**src/rtl/core/qsd_pkg.sv**
```systemverilog
// Package for the quadrature step decoder: decoder tables, register map and shared types.
// Used by qsd_regs and quadrature_step_decoder_accel_top; no dependencies.
package qsd_pkg;

    localparam int TIME_BITS_DEFAULT = 32;
    localparam int NOW_BITS          = 32;
    localparam int STATE_BITS        = 3;
    localparam int ENTRY_BITS        = 6;
    localparam int MS_BITS           = 16;
    localparam int PADDR_BITS        = 4;
    localparam int PDATA_BITS        = 32;

    localparam logic [MS_BITS-1:0] FAST_MS_RESET = 16'd50;
    localparam logic [MS_BITS-1:0] SLOW_MS_RESET = 16'd100;

    localparam logic [1:0] MOVE_NONE = 2'b00;
    localparam logic [1:0] MOVE_CW   = 2'b01;
    localparam logic [1:0] MOVE_CCW  = 2'b10;

    localparam logic [STATE_BITS-1:0] START_STATE = 3'd0;
    localparam logic [STATE_BITS-1:0] HALF_LAST   = 3'd5;
    localparam logic [STATE_BITS-1:0] FULL_LAST   = 3'd6;

    typedef enum logic [1:0] {
        REG_HALF_STEP_MODE = 2'd0,
        REG_FAST_MS        = 2'd1,
        REG_SLOW_MS        = 2'd2
    } reg_index_t;

    typedef struct packed {
        logic               half_step_mode;
        logic [MS_BITS-1:0] fast_ms;
        logic [MS_BITS-1:0] slow_ms;
        logic               mode_write;
    } cfg_t;

    // Entry layout: [5:4] move code, [2:0] next state
    localparam logic [ENTRY_BITS-1:0] HALF_ROWS [6][4] = '{
        '{6'h03, 6'h02, 6'h01, 6'h00},
        '{6'h23, 6'h00, 6'h01, 6'h00},
        '{6'h13, 6'h02, 6'h00, 6'h00},
        '{6'h03, 6'h05, 6'h04, 6'h00},
        '{6'h03, 6'h03, 6'h04, 6'h10},
        '{6'h03, 6'h05, 6'h03, 6'h20}
    };

    localparam logic [ENTRY_BITS-1:0] FULL_ROWS [7][4] = '{
        '{6'h00, 6'h02, 6'h04, 6'h00},
        '{6'h03, 6'h00, 6'h01, 6'h10},
        '{6'h03, 6'h02, 6'h00, 6'h00},
        '{6'h03, 6'h02, 6'h01, 6'h00},
        '{6'h06, 6'h00, 6'h04, 6'h00},
        '{6'h06, 6'h05, 6'h00, 6'h20},
        '{6'h06, 6'h05, 6'h04, 6'h00}
    };

    function automatic logic [ENTRY_BITS-1:0] table_lookup(
        input logic                  half_mode,
        input logic [STATE_BITS-1:0] row,
        input logic [1:0]            pins
    );
        logic [ENTRY_BITS-1:0] entry;
        if (half_mode) begin
            if (row > HALF_LAST) begin
                entry = HALF_ROWS[START_STATE][pins];
            end else begin
                entry = HALF_ROWS[row][pins];
            end
        end else begin
            if (row > FULL_LAST) begin
                entry = FULL_ROWS[START_STATE][pins];
            end else begin
                entry = FULL_ROWS[row][pins];
            end
        end
        return entry;
    endfunction

endpackage

```
**src/rtl/core/qsd_regs.sv**
```systemverilog
// APB configuration registers of the quadrature step decoder.
// Depends on qsd_pkg for the register map and the cfg_t bundle.
module qsd_regs
    import qsd_pkg::*;
(
    input  logic                  clk,
    input  logic                  rst_n,
    input  logic                  psel,
    input  logic                  penable,
    input  logic                  pwrite,
    input  logic [PADDR_BITS-1:0] paddr,
    input  logic [PDATA_BITS-1:0] pwdata,
    output logic [PDATA_BITS-1:0] prdata,
    output logic                  pready,
    output cfg_t                  cfg
);

    logic               half_step_mode_reg;
    logic [MS_BITS-1:0] fast_ms_reg;
    logic [MS_BITS-1:0] slow_ms_reg;
    logic               wr_en;
    logic [1:0]         index;

    assign pready = 1'b1;
    assign wr_en  = psel && penable && pwrite && pready;
    assign index  = paddr[PADDR_BITS-1:2];

    always_ff @(posedge clk or negedge rst_n)
    begin
        if (!rst_n)
        begin
            half_step_mode_reg <= 1'b0;
            fast_ms_reg        <= FAST_MS_RESET;
            slow_ms_reg        <= SLOW_MS_RESET;
        end
        else if (wr_en)
        begin
            unique case (index)
                REG_HALF_STEP_MODE: half_step_mode_reg <= pwdata[0];
                REG_FAST_MS:        fast_ms_reg        <= pwdata[MS_BITS-1:0];
                REG_SLOW_MS:        slow_ms_reg        <= pwdata[MS_BITS-1:0];
                default:            ;
            endcase
        end
    end

    always_comb
    begin
        unique case (index)
            REG_HALF_STEP_MODE: prdata = {{(PDATA_BITS-1){1'b0}}, half_step_mode_reg};
            REG_FAST_MS:        prdata = {{(PDATA_BITS-MS_BITS){1'b0}}, fast_ms_reg};
            REG_SLOW_MS:        prdata = {{(PDATA_BITS-MS_BITS){1'b0}}, slow_ms_reg};
            default:            prdata = '0;
        endcase
    end

    assign cfg.half_step_mode = half_step_mode_reg;
    assign cfg.fast_ms        = fast_ms_reg;
    assign cfg.slow_ms        = slow_ms_reg;
    assign cfg.mode_write     = wr_en && (index == REG_HALF_STEP_MODE);

endmodule

```
**src/rtl/core/quadrature_step_decoder_accel_top.sv**
```systemverilog
// Quadrature step decoder with speed-based acceleration: top level.
// Depends on qsd_pkg and qsd_regs.
// Registers: the input register captures an input transaction and the result register its
// result, held there while out_ready is low; the state updates with the result register.
// Throughput: one transaction per cycle unless out_ready stalls a full result register.
// Table lookup and elapsed-time compare lie between the input and the result register.
// Reset: decoder in start state, last detent time 0, full-step mode, thresholds 50 and 100.
module quadrature_step_decoder_accel_top
    import qsd_pkg::*;
#(
    parameter int TIME_BITS = TIME_BITS_DEFAULT
)
(
    input  logic                  clk,
    input  logic                  rst_n,
    input  logic                  psel,
    input  logic                  penable,
    input  logic                  pwrite,
    input  logic [PADDR_BITS-1:0] paddr,
    input  logic [PDATA_BITS-1:0] pwdata,
    output logic [PDATA_BITS-1:0] prdata,
    output logic                  pready,
    input  logic                  in_valid,
    output logic                  in_ready,
    input  logic                  line_a,
    input  logic                  line_b,
    input  logic [NOW_BITS-1:0]   now_ms,
    output logic                  out_valid,
    input  logic                  out_ready,
    output logic signed [2:0]     step_value
);

    cfg_t                  cfg;
    logic                  in_valid_reg;
    logic [1:0]            pins_reg;
    logic [NOW_BITS-1:0]   now_reg;
    logic [STATE_BITS-1:0] state_reg;
    logic [STATE_BITS-1:0] state_next;
    logic [TIME_BITS-1:0]  last_reg;
    logic [TIME_BITS-1:0]  now_t;
    logic [TIME_BITS-1:0]  elapsed;
    logic [ENTRY_BITS-1:0] entry;
    logic [1:0]            mag;
    logic signed [2:0]     step_next;
    logic                  out_valid_reg;
    logic signed [2:0]     step_reg;
    logic                  advance;
    logic                  detent;

    qsd_regs u_regs (
        .clk     (clk),
        .rst_n   (rst_n),
        .psel    (psel),
        .penable (penable),
        .pwrite  (pwrite),
        .paddr   (paddr),
        .pwdata  (pwdata),
        .prdata  (prdata),
        .pready  (pready),
        .cfg     (cfg)
    );

    assign advance  = in_valid_reg && (!out_valid_reg || out_ready);
    assign in_ready = !in_valid_reg || advance;

    always_ff @(posedge clk or negedge rst_n)
    begin
        if (!rst_n)
        begin
            in_valid_reg <= 1'b0;
        end
        else if (in_ready)
        begin
            in_valid_reg <= in_valid;
        end
    end

    always_ff @(posedge clk)
    begin
        if (in_valid && in_ready)
        begin
            pins_reg <= {line_a, line_b};
            now_reg  <= now_ms;
        end
    end

    always_comb
    begin
        entry   = table_lookup(cfg.half_step_mode, state_reg, pins_reg);
        now_t   = TIME_BITS'(now_reg);
        elapsed = now_t - last_reg;
        detent  = (entry[5:4] == MOVE_CW) || (entry[5:4] == MOVE_CCW);
        if (elapsed < TIME_BITS'(cfg.fast_ms))
        begin
            mag = 2'd3;
        end
        else if (elapsed < TIME_BITS'(cfg.slow_ms))
        begin
            mag = 2'd2;
        end
        else
        begin
            mag = 2'd1;
        end
        case (entry[5:4])
            MOVE_CW:  step_next = $signed({1'b0, mag});
            MOVE_CCW: step_next = -$signed({1'b0, mag});
            default:  step_next = 3'sd0;
        endcase
        state_next = entry[STATE_BITS-1:0];
    end

    always_ff @(posedge clk or negedge rst_n)
    begin
        if (!rst_n)
        begin
            state_reg <= START_STATE;
            last_reg  <= '0;
        end
        else if (cfg.mode_write)
        begin
            state_reg <= START_STATE;
        end
        else if (advance)
        begin
            state_reg <= state_next;
            if (detent)
            begin
                last_reg <= now_t;
            end
        end
    end

    always_ff @(posedge clk or negedge rst_n)
    begin
        if (!rst_n)
        begin
            out_valid_reg <= 1'b0;
        end
        else if (advance)
        begin
            out_valid_reg <= 1'b1;
        end
        else if (out_ready)
        begin
            out_valid_reg <= 1'b0;
        end
    end

    always_ff @(posedge clk)
    begin
        if (advance)
        begin
            step_reg <= step_next;
        end
    end

    assign out_valid  = out_valid_reg;
    assign step_value = step_reg;

    a_state_in_table: assert property (@(posedge clk) disable iff (!rst_n)
        (cfg.half_step_mode && state_reg <= HALF_LAST) ||
        (!cfg.half_step_mode && state_reg <= FULL_LAST))
        else $error("decoder state outside selected table");

    a_detent_time: assert property (@(posedge clk) disable iff (!rst_n)
        advance && detent && !cfg.mode_write |=> last_reg == $past(now_t))
        else $error("last detent time not updated on detent");

    a_step_range: assert property (@(posedge clk) disable iff (!rst_n)
        out_valid_reg |-> step_reg != 3'b100)
        else $error("step value out of range");

    a_stall_cause: assert property (@(posedge clk) disable iff (!rst_n)
        !in_ready |-> in_valid_reg && out_valid_reg && !out_ready)
        else $error("input stalled without a full result register");

endmodule
```
**config.mk**
```make
export PLATFORM = sky130hd
export DESIGN_NAME = quadrature_step_decoder_accel_top
export DESIGN_NICKNAME = d
export VERILOG_FILES = /design/src/rtl/core/qsd_pkg.sv /design/src/rtl/core/qsd_regs.sv /design/src/rtl/core/quadrature_step_decoder_accel_top.sv
export SDC_FILE = /design/constraint.sdc
export NUM_CORES = 1
export LEC_CHECK = 0
export ABC_AREA = 0
export BUFFER_PORTS_ARGS = -buffer_cell sky130_fd_sc_hd__buf_2
export CORE_MARGIN = 2
export CORE_UTILIZATION = 50
export DETAILED_ROUTE_END_ITERATION = 10
export GPL_TIMING_DRIVEN = 0
export PLACE_DENSITY = 0.73
export SYNTH_ARGS = -nofsm -noshare
export SYNTH_HDL_FRONTEND = slang
export SYNTH_SLANG_ARGS = --single-unit
```
**constraint.sdc**
```tcl
create_clock -name clk -period 9.58 [get_ports clk]
set_input_delay 1.437 -clock clk [delete_from_list [all_inputs] [get_ports clk]]
set_output_delay 1.437 -clock clk [all_outputs]
set_load 0.05 [all_outputs]
```
==> impl_results.md, run 1 <==
* Synth top cells by count: inv_1 (78), nand2_1 (77), dfrtp_1 (64)
* Largest family of logic cells by synthesized area: compound AO/OA/AOI/OAI gates
* Hold Crit Depth at 2
* Most common cell in the netlist: inv_1
* Max VDD drop at between 150 and 200 uV
* Seq/Total Area, Yosys at 39.7%
* Worst Tran Pin Value at slightly above 1000 ps
* Largest delay share family, worst path: buffers and inverters
* Setup TNS at 0 ps
* Initial antenna violation count at 0
* Internal at 1.39 mW
* Root buf cell: clkbuf_16
* Asr flop ratio synth at about two thirds
* Drc violations at 0
* Area of the die at ~15000 um^2
* Routed WL per cell at 14.6 um
* Worst Path Max Fanout at 10
* # diodes at 0
* FF-to-FF End: step_value[0]$_SDFFCE_PN0P_
* Vias in the first global route at ~5500
* Post_cts resized at 0
* Area delta synth->final at 13.2%
* GRT Util Overall at 20.6%
* Type of the most critical hold path: flop to flop
* Period utilisation layout at a little under half
* Post-Syn Area at approximately 7200 um^2
* Worst Skew at 7.32 ps
* Synth Area per Inst at roughly 9.3 um^2
* # IOs at approximately 120
* WP buf/inv at 3
* Detailed Place HPWL at roughly 12000 um
* Vias at slightly below 6000
* RSZ-0062 raised after global routing: no
* Top cell type's share of synthesized area at approximately 22%
* Clk buf depth at 2
* Clock Latency Late Sink at between 300 and 400 ps
* DIE WIDTH at roughly 120 um
* Max-cap violations at 0
* Final max-slew violation count at 0
* DR iter-0 viols at between 400 and 500
* Reg2reg path depth at 18
* Worst Setup Slack, final at 5000 ps
* Clock Power Share at between 10 and 15%
* Vias per inst at ~5.5
* Post-CTS setup buffer count at 0
* Critical path endpoint category: primary output
* Synth Register Bits at ~110
* TritonCTS clock tree: yes
* Comb pwr share at between 50 and 60%
* Rows at 43
* Hold Path End: last_reg[0]$_DFFE_PN0P_
* Crit path largest cell delay at between 500 and 600 ps
* Compound-Gate Fraction of Synth Area at between 10% and 20%
* Fill cells at roughly 1300
* Die H at roughly 120 um
* F_max at ~0.22 GHz
* Area leader, netlist: dfrtp_1
* Antenna-violating nets left at 0
* Switch Pwr at ~1.1 mW
* Post-Synth Simple-Gate Area at approximately 14%
* Cell Pwr Density at 301 nW/um^2
* Fin crit period at 4580 ps
* Total chip power at about 2.5 mW
* Adder-cell share of the synthesized area at 11.2%
* Core area at around 14000 um^2
* Status: finished, final reports clean
* Crit path max-delay cell type: nor2b_1
* Num CTS Buffers at 9
* Global-route wire length before repair at roughly 26000 um
* Syn Inst Count at a little under 800
* Setup Viol. Count Final at 0
* Final Hold Viols at 0
* EDFF count, synth at 37
* Hold Startpoint: last_reg[0]$_DFFE_PN0P_
* Critical Path RT at 8140 ps
* Final Net Count at ~1000
* Placer congestion estimate at roughly 0.88
* Sequential share of power at about a quarter
* Cell Area, Placed at a little under 8000 um^2
* Layout cells sized above 1 at a little under a fifth
* Crit path launch type: input port
* Pre-CTS setup slack at approximately 5000 ps
* Total iterations of the first detailed-routing run at 5
* Worst-path cell chain: buf_2 > nor2b_1 > clkbuf_1 > a22o_1 > buf_2
* Worst Path Arrival at between 3000 and 4000 ps
* Reg clk slew, reported paths at 70 ps
* Flop2flop setup slack at around 5700 ps
* Hold buffers post-CTS at 0
* Pin count of the biggest net entering global routing at 71
* Ys Warns at 0
* Design area at ~8200 um^2
* Rel. slew slack at 32.4%
* Worst r2r src: now_reg[2]$_DFFE_PP_
* Cell mode on critical path: buf_2
* Clock sink count at ~110
* Switching part of the total at between 40 and 50%
* Primary FF master, synth: dfrtp_1
* Setup CP Type: input port to primary output
* Starting Density at around 52%
* Post-synthesis xor/xnor area fraction at under 10%
* Mux cell area share after synthesis at roughly 5.7%
* Synth area leaders: dfrtp_1 (22%), edfxtp_1 (15%), ha_1 (11%), mux2_2 (5.1%), o21ai_0 (4.1%)
* Total gr overflow at 0
* Drt total wl at around 16000 um
* P_leak at ~3.7 nW
* H-tree Lvls at 3
* # port buffers at a little under 80
* Cell variety after synth at around 70
## power by group through the flow
stage,Clock [mW],Sequential [mW],Combinational [mW]
floorplan,0,0.651,1.12
finish,0.346,0.655,1.46
detailed placement,0,0.664,1.43
global placement,0,0.659,1.41
global route,0.373,0.670,1.64
CTS,0.358,0.656,1.45
## through the flow
stage                     util (%)  hold WS [ps]  cells
after floorplan                  -           454    789
after global placement        56.5           470   1048
after detailed placement      56.5           479   1048
after CTS                     58.5           495   1064
after global routing          58.5           515   1064
final                         58.5           489   1064
## cell usage in the layout, fill, tap and decap left out, types with 7 or more instances in the layout
cell,instances
buf_4,18
a22o_1,15
xor2_1,7
mux2_2,33
edfxtp_1,37
o21a_1,8
o21ai_0,59
nor2_1,44
nand2b_1,15
buf_2,78
nand4_1,9
a31oi_1,7
o211ai_1,8
clkbuf_1,26
dfrtp_1,64
o21ai_1,9
ha_1,63
xnor2_1,14
nand3_1,8
a21o_1,8
clkbuf_16,9
inv_1,78
conb_1,17
a21oi_1,52
nand2_1,77
nor3_1,12
## metal layers
metal	GRT usage [%]	routed length, um
met4	5.68	231
met1	27.7	7370
met5	0	0
met3	3.87	713
met2	34.0	7240
## worst max-delay path by stage
| stage | slack [ps] | start | cells after the start | to |
|---|---|---|---|---|
| final | 5000 | paddr[3] | 5 | prdata[15] |
| after global routing | 4920 | paddr[3] | 5 | prdata[13] |
| after CTS | 5000 | paddr[3] | 5 | prdata[15] |
| after detailed placement | 5000 | paddr[3] | 5 | prdata[15] |
| after global placement | 5030 | paddr[3] | 5 | prdata[15] |
| after floorplan | 5500 | paddr[2] | 5 | prdata[0] |
## layout make-up
cell class                 instances  area (um^2)  share of cell area, %
timing repair buffer              79          398                   4.86
sequential                       107         2870                   35.1
buffer                            44          251                   3.07
inverter                          78          293                   3.58
clock buffer                      13          260                   3.18
clock inverter                     3         13.8                  0.168
tap                              180          225                   2.75
multi-input combinational        560         3870                   47.3
## tightest hold or removal path, cell delays in order, from the launching register on
cell	delay [ps]
dfrtp_1	350
nand2_1	50
o21ai_0	60
## logic make-up (layout without fill, tap and decap cells)
family / Yosys count / in the layout
AO/OA/AOI/OAI: 215 / 215
XOR/XNOR: 21 / 21
adder cells (fa/ha/maj): 64 / 64
buffers and inverters: 122 / 217
flip-flops: 107 / 107
multiplexers: 37 / 37
other: 2 / 17
AND/OR/NAND/NOR: 206 / 206
(Power assumes the default switching activity.)
==> inputs of run 2 (changes only) <==
ABC_AREA = 1   (was 0)
PLACE_DENSITY = 0.75   (was 0.73)
clock period = 4.1 ns   (was 9.58 ns; I/O delays follow)
==> impl_results.md, run 2 <==
* Post-Syn Area at 7700 um^2 (+6.6%)
* Worst Skew at 7.05 ps (-0.268 ps)
* Antenna-violating nets left at 0 (unchanged)
* Max-cap violations at 0 (unchanged)
* Setup Viol. Count Final at 0 (unchanged)
* Rows at 45 (+4.7%)
* Pin count of the biggest net entering global routing at 38 (-46%)
* Layout cells sized above 1 at 13.2% (-5.8 points)
* Worst Path Arrival at 3500 ps (+360 ps)
* Synth Register Bits at 107 (unchanged)
* Seq/Total Area, Yosys at 37.3% (-2.5 points)
* Critical Path RT at 4210 ps (-3930 ps)
* Cell Area, Placed at 8410 um^2 (+6.4%)
* Clock Latency Late Sink at 360 ps (about the same)
* # port buffers at 79 (unchanged)
* Fin crit period at between 3000 and 4000 ps
* Reg clk slew, reported paths at 70 ps (about the same)
* Max VDD drop at 416 uV (+150%)
* Critical path endpoint category: flop
* P_leak at 4.81 nW (+29%)
* Die H at 128 um (+3.1%)
* Area delta synth->final at 13.7%
* FF/Latch Area at 2870 um^2 (unchanged)
* Global-route wire length before repair at 30300 um (+16%)
* Ys Warns at 0 (unchanged)
* Area leader, netlist: dfrtp_1
* EDFF count, synth at 37 (unchanged)
* Cell variety after synth at 42 (-42%)
* Post_cts resized at 0 (unchanged)
* Initial antenna violation count at 0 (unchanged)
* H-tree Lvls at 3 (unchanged)
* Most frequent cells in the layout: nand2_1 (303), inv_1 (210), nor2_1 (90)
* Design area at 8760 um^2 (+7.1%)
* Synth Area per Inst at 7.16 um^2 (-23%)
* Hold buffers post-CTS at 0 (unchanged)
* Final Net Count at 1323 (+30%)
* Drt total wl at 18000 um (+16%)
* Detailed Place HPWL at 14500 um (+22%)
* Vias per inst at 5.01 (-9.1%)
* DR iter-0 viols at 414 (-4.2%)
* Multi-input logic area at 3880 um^2 (+0.26%)
* Final Hold Viols at 0 (unchanged)
* Core area at 15100 um^2 (+8.3%)
* Asr flop ratio synth at 65.4% (unchanged)
* Drc violations at 0 (unchanged)
* Root buf cell: clkbuf_16
* # IOs at 115 (unchanged)
* Primary FF master, synth: dfrtp_1
* Fill cells at 1458 (+10%)
* Crit path launch type: flop
* Period utilisation layout at around 83%
* Synth top cells by count: nand2_1 (303), inv_1 (211), nor2_1 (90)
* Most common cell in the netlist: nand2_1
* Routed WL per cell at 13.1 um (-10%)
* Setup CP Type: flop to flop
* Cell Pwr Density at 679 nW/um^2 (+130%)
* Clock sink count at 107 (unchanged)
* Setup TNS at 0 ps (unchanged)
* Worst Tran Pin Value at 649 ps (-357 ps)
* Vias in the first global route at 6442 (+17%)
* Vias at 6884 (+18%)
* Status: finished, final reports clean
* Synth area leaders: dfrtp_1 (21%), nand2_1 (15%), edfxtp_1 (14%), inv_1 (10%), ha_1 (10%)
* Syn Inst Count at 1075 (+39%)
* TritonCTS clock tree: yes
* Placer congestion estimate at 0.959 (+8.6%)
* F_max at ~0.30 GHz
* Rel. slew slack at 56.7% (+24 points)
* Final max-slew violation count at 0 (unchanged)
* # diodes at 0 (unchanged)
* DIE WIDTH at 128 um (+3.1%)
* Type of the most critical hold path: input port to async pin
* Starting Density at 50.8% (-0.80 points)
* Worst Path Max Fanout at 4 (-6)
* Num CTS Buffers at 9 (unchanged)
* Top cell type's share of synthesized area at 20.8% (-1.4 points)
* Area of the die at 16400 um^2 (+6.4%)
* Commonest non-fill, non-tap cell in the layout: nand2_1
* GRT Util Overall at 23.2% (+2.7 points)
* RSZ-0062 raised after global routing: no
* Post-CTS setup buffer count at 0 (unchanged)
* Total gr overflow at 0 (unchanged)
* Clk buf depth at 2 (unchanged)
* Total iterations of the first detailed-routing run at 5 (unchanged)
* Post-Route Utilization at 57.8% (-0.63 points)
-- run 2: area by class of cell --
| class | instances | share of cell area, % |
|---|---|---|
| multi-input cells | 731 | 44.3 |
| plain buffers | 35 | 2.23 |
| repair buffers | 81 | 5.00 |
| clock buffers | 15 | 3.67 |
| well taps | 188 | 2.69 |
| inverters | 217 | 9.30 |
| clock inverters | 1 | 0.0857 |
| flip-flops and latches | 107 | 32.8 |
-- run 2: metal layers --
layer	track usage, %	part of all wire, %	vias to the layer above
li1	-	-	3555
met1	31.6	48	3139
met2	39.2	46	170
met3	3.17	4.4	20
met4	6.21	1.4	0
met5	0	0	-
-- run 2: logic make-up (layout without fill, tap and decap cells) --
group           Yosys count  after routing  synth area share [%]
buf+inv                 252            349                  13.1
simple gates            485            485                  26.5
flops                   107            107                  37.3
mux                       1              1                 0.146
fa+ha+maj                64             64                  10.5
compound gates          148            148                  10.6
other cells               2             17                0.0975
xor+xnor                 16             16                  1.82
-- run 2: per-stage QoR --
stage	cells	hold WS [ps]	worst slack (ps)	power, mW
5_1_grt	1375	234	475	6.55
3_3_place_gp	1357	471	757	4.88
2_1_floorplan	1090	319	1280	4.15
3_5_place_dp	1358	491	739	4.98
6_report	1375	200	712	5.94
4_1_cts	1374	207	718	5.94
-- run 2: worst max-delay path: stages (launching register included) --
cell and delay, ps:
edfxtp_1 350, inv_1 60, ha_1 230, fa_1 420
inv_1 120, nand3_1 80, nand3_1 200, nand2_1 100
nand3_2 90, xor2_1 310, ha_1 300, nand4_1 110
inv_1 50, a21oi_1 130, a21boi_0 360, nand3_1 120
nand2_1 70, nand2_1 50
-- run 2: worst paths after layout --
check | slack [ps] | endpoint | from | depth (start not counted)
max in group asynchronous | 3290 | u_regs.slow_ms_reg[2]$_DFFE_PN1P_ | rst_n | 2
min in group clk | 430 | now_reg[3]$_DFFE_PP_ | now_ms[3] | 1
worst min register to register | 500 | last_reg[0]$_DFFE_PN0P_ | last_reg[0]$_DFFE_PN0P_ | 2
worst max-delay path | 710 | step_value[1]$_SDFFCE_PN0P_ | now_reg[0]$_DFFE_PP_ | 17
worst min-delay path | 200 | u_regs.slow_ms_reg[1]$_DFFE_PN0P_ | rst_n | 1
worst max register to register | 710 | step_value[1]$_SDFFCE_PN0P_ | now_reg[0]$_DFFE_PP_ | 17
-- run 2: power by group --
part	switching, mW	total, mW	internal, mW	leakage, nW
clock network	0.387	0.928	0.541	0.158
logic	2.31	3.53	1.21	3.51
registers	0.0987	1.49	1.39	1.15
==> inputs of run 3 (changes only) <==
ABC_AREA = 0   (was 1)
PLACE_DENSITY = 0.73   (was 0.75)
clock period = 3.3 ns   (was 4.1 ns; I/O delays follow)
==> impl_results.md, run 3 (synthesis gave the netlist of run 1 again) <==
* Core area at 14000 um^2 (-7.6%)
* Final Net Count at 1030 (-22%)
* Detailed Place HPWL at 11900 um (-18%)
* Starting Density at 51.6% (+0.80 points)
* Cell Pwr Density at 922 nW/um^2 (+36%)
* Num CTS Buffers at 9 (unchanged)
* Status: finished with violations
* Worst Setup Slack, final at -170 ps (-882 ps)
* Fin crit period at 3470 ps (+81.7 ps)
* Clk buf depth at 2 (unchanged)
* Routed WL per cell at 15.1 um (+16%)
* Type of the most critical hold path: input port to async pin
* Rel. slew slack at 32.7% (-24 points)
* GRT Util Overall at 20.9% (-2.3 points)
* Vias at 5961 (-13%)
* Commonest non-fill, non-tap cell in the layout: buf_2
* TritonCTS clock tree: yes
* Placed cells at 1048 (-23%)
* Worst-path cell chain: inv_2 > ha_4 > fa_2 > nand2b_4 > a21o_1 > nand2_2 > buf_4 > a31oi_1 > xnor2_1 > ha_2 > nor4_2 > o21ai_1 > a21oi_1 > o21ai_1 > a21o_1 > a21oi_2 > nor2b_1 > a31oi_1
* Area of the die at 15400 um^2 (-6.0%)
* Initial antenna violation count at 0 (unchanged)
* Crit path max-delay cell type: edfxtp_1
* Rows at 43 (-4.4%)
* F_max at 0.288 GHz (-2.4%)
* Drc violations at 0 (unchanged)
* Vias in the first global route at 5625 (-13%)
* Reg2reg path depth at 18 (+1)
* Period utilisation layout at 105% (+23 points)
* Max VDD drop at 432 uV (+3.7%)
* # diodes at 0 (unchanged)
* Die H at 124 um (-3.0%)
* P_leak at 3.83 nW (-20%)
* Drt total wl at 16200 um (-9.7%)
* Crit path launch type: flop
* Worst Path Arrival at 3560 ps (+60 ps)
* Clock sink count at 107 (unchanged)
* Placer congestion estimate at 0.908 (-5.3%)
* Critical path endpoint category: flop
* Antenna-violating nets left at 0 (unchanged)
* Max-cap violations at 0 (unchanged)
* Vias per inst at 5.55 (+11%)
* Total gr overflow at 0 (unchanged)
* Global-route wire length before repair at 26500 um (-12%)
* Failing checks: setup timing
* DIE WIDTH at 124 um (-3.0%)
* Worst Skew at 5.34 ps (-1.71 ps)
* Final Hold Viols at 0 (unchanged)
* Crit path largest cell delay at 370 ps (-50 ps)
* Most frequent cells in the layout: buf_2 (78), inv_1 (77), nand2_1 (75)
* Worst Tran Pin Value at 1000 ps (+352 ps)
* # port buffers at 79 (unchanged)
* Root buf cell: clkbuf_16
* Final max-slew violation count at 0 (unchanged)
* Design area at 8530 um^2 (-2.7%)
* Layout cells sized above 1 at 24.3% (+11 points)
* Cell Area, Placed at 7920 um^2 (-5.9%)
* Reg clk slew, reported paths at 70 ps (about the same)
* # IOs at 115 (unchanged)
* Non-filler cells, final at 1074 (-22%)
* Area delta synth->final at 18.0%
* Critical Path RT at 3390 ps (-820 ps)
* H-tree Lvls at 3 (unchanged)
* RSZ-0062 raised after global routing: yes
* Worst Path Max Fanout at 3 (-1)
* Clock Latency Late Sink at 360 ps (about the same)
* Setup CP Type: flop to flop
* Pin count of the biggest net entering global routing at 71 (+87%)
* DR iter-0 viols at 463 (+12%)
* Setup Viol. Count Final at 2 (+2)
* Total iterations of the first detailed-routing run at 5 (unchanged)
## run 3: cell types whose count changed in the layout (fill, tap and decap cells not counted), moves of 11 or more
cell      before  now
a21oi_1       65   48
a22o_1         0   15
buf_4         18   30
inv_1        210   77
mux2_2         1   33
nand2_1      303   75
nand2_2       15    2
nand2b_1       0   14
nand3_1       38    8
nor2_1        90   42
o21ai_1        0   13
o22ai_1       16    3
xnor2_1        1   12
## run 3: final cells by class
class,instances,area (um^2)
Buffer,42,248
Multi-Input combinational cell,560,4100
Tap cell,180,225
Clock buffer,14,264
Inverter,78,293
Fill cell,1254,5460
Timing Repair Buffer,91,488
Clock inverter,2,35.0
Sequential cell,107,2870
## run 3: stage by stage
stage / hold WS (ps) / setup WS [ps] / util, % / total power, mW / TNS (ps)
after detailed placement: 484 / -478 / 56.6 / 6.10 / -2300
after global routing: 293 / -363 / 61.0 / 8.51 / -708
after CTS: 285 / -213 / 59.8 / 7.51 / -308
final: 255 / -170 / 61.0 / 7.86 / -326
after global placement: 474 / -505 / 56.6 / 6.03 / -1500
after floorplan: 199 / 10.3 / - / 5.18 / 0
## run 3: timing repair
item / in CTS / in global routing
buffers inserted: 7 / 5
resized for setup: 22 / 23
gates cloned: 0 / 0
setup endpoints to repair: 28 / 30
hold buffers: 0 / 0
pin swaps: 6 / 13
## run 3: worst max-delay path, delay by kind of cell (launching register included)
kind | cells | cell delay [ps]
simple gates | 4 | 650
xor+xnor | 1 | 190
fa+ha+maj | 3 | 710
flops | 1 | 370
buf+inv | 2 | 190
compound gates | 8 | 1090
## run 3: power breakdown
| group | internal [mW] | switching [mW] |
|---|---|---|
| registers | 1.73 | 0.185 |
| logic | 2.11 | 2.74 |
| clock network | 0.629 | 0.466 |
## run 3: path summary, 6_finish.rpt
check	startpoint	end	slack, ps
hold / removal	rst_n	u_regs.slow_ms_reg[9]$_DFFE_PN0P_	250
setup / recovery	now_reg[0]$_DFFE_PP_	step_value[0]$_SDFFCE_PN0P_	-170
setup reg to reg	now_reg[0]$_DFFE_PP_	step_value[0]$_SDFFCE_PN0P_	-170
min in group clk	now_ms[5]	now_reg[5]$_DFFE_PP_	300
hold reg to reg	in_valid_reg$_DFFE_PN0N_	out_valid$_DFFE_PN0P_	490
max in group asynchronous	rst_n	last_reg[15]$_DFFE_PN0P_	2440
## run 3: metal layers
layer	vias up	track usage, %	part of all wire (%)
li1	2974	-	-
met1	2806	27.0	46
met2	164	35.6	48
met3	17	4.56	5.4
met4	0	5.75	1.2
met5	-	0	0
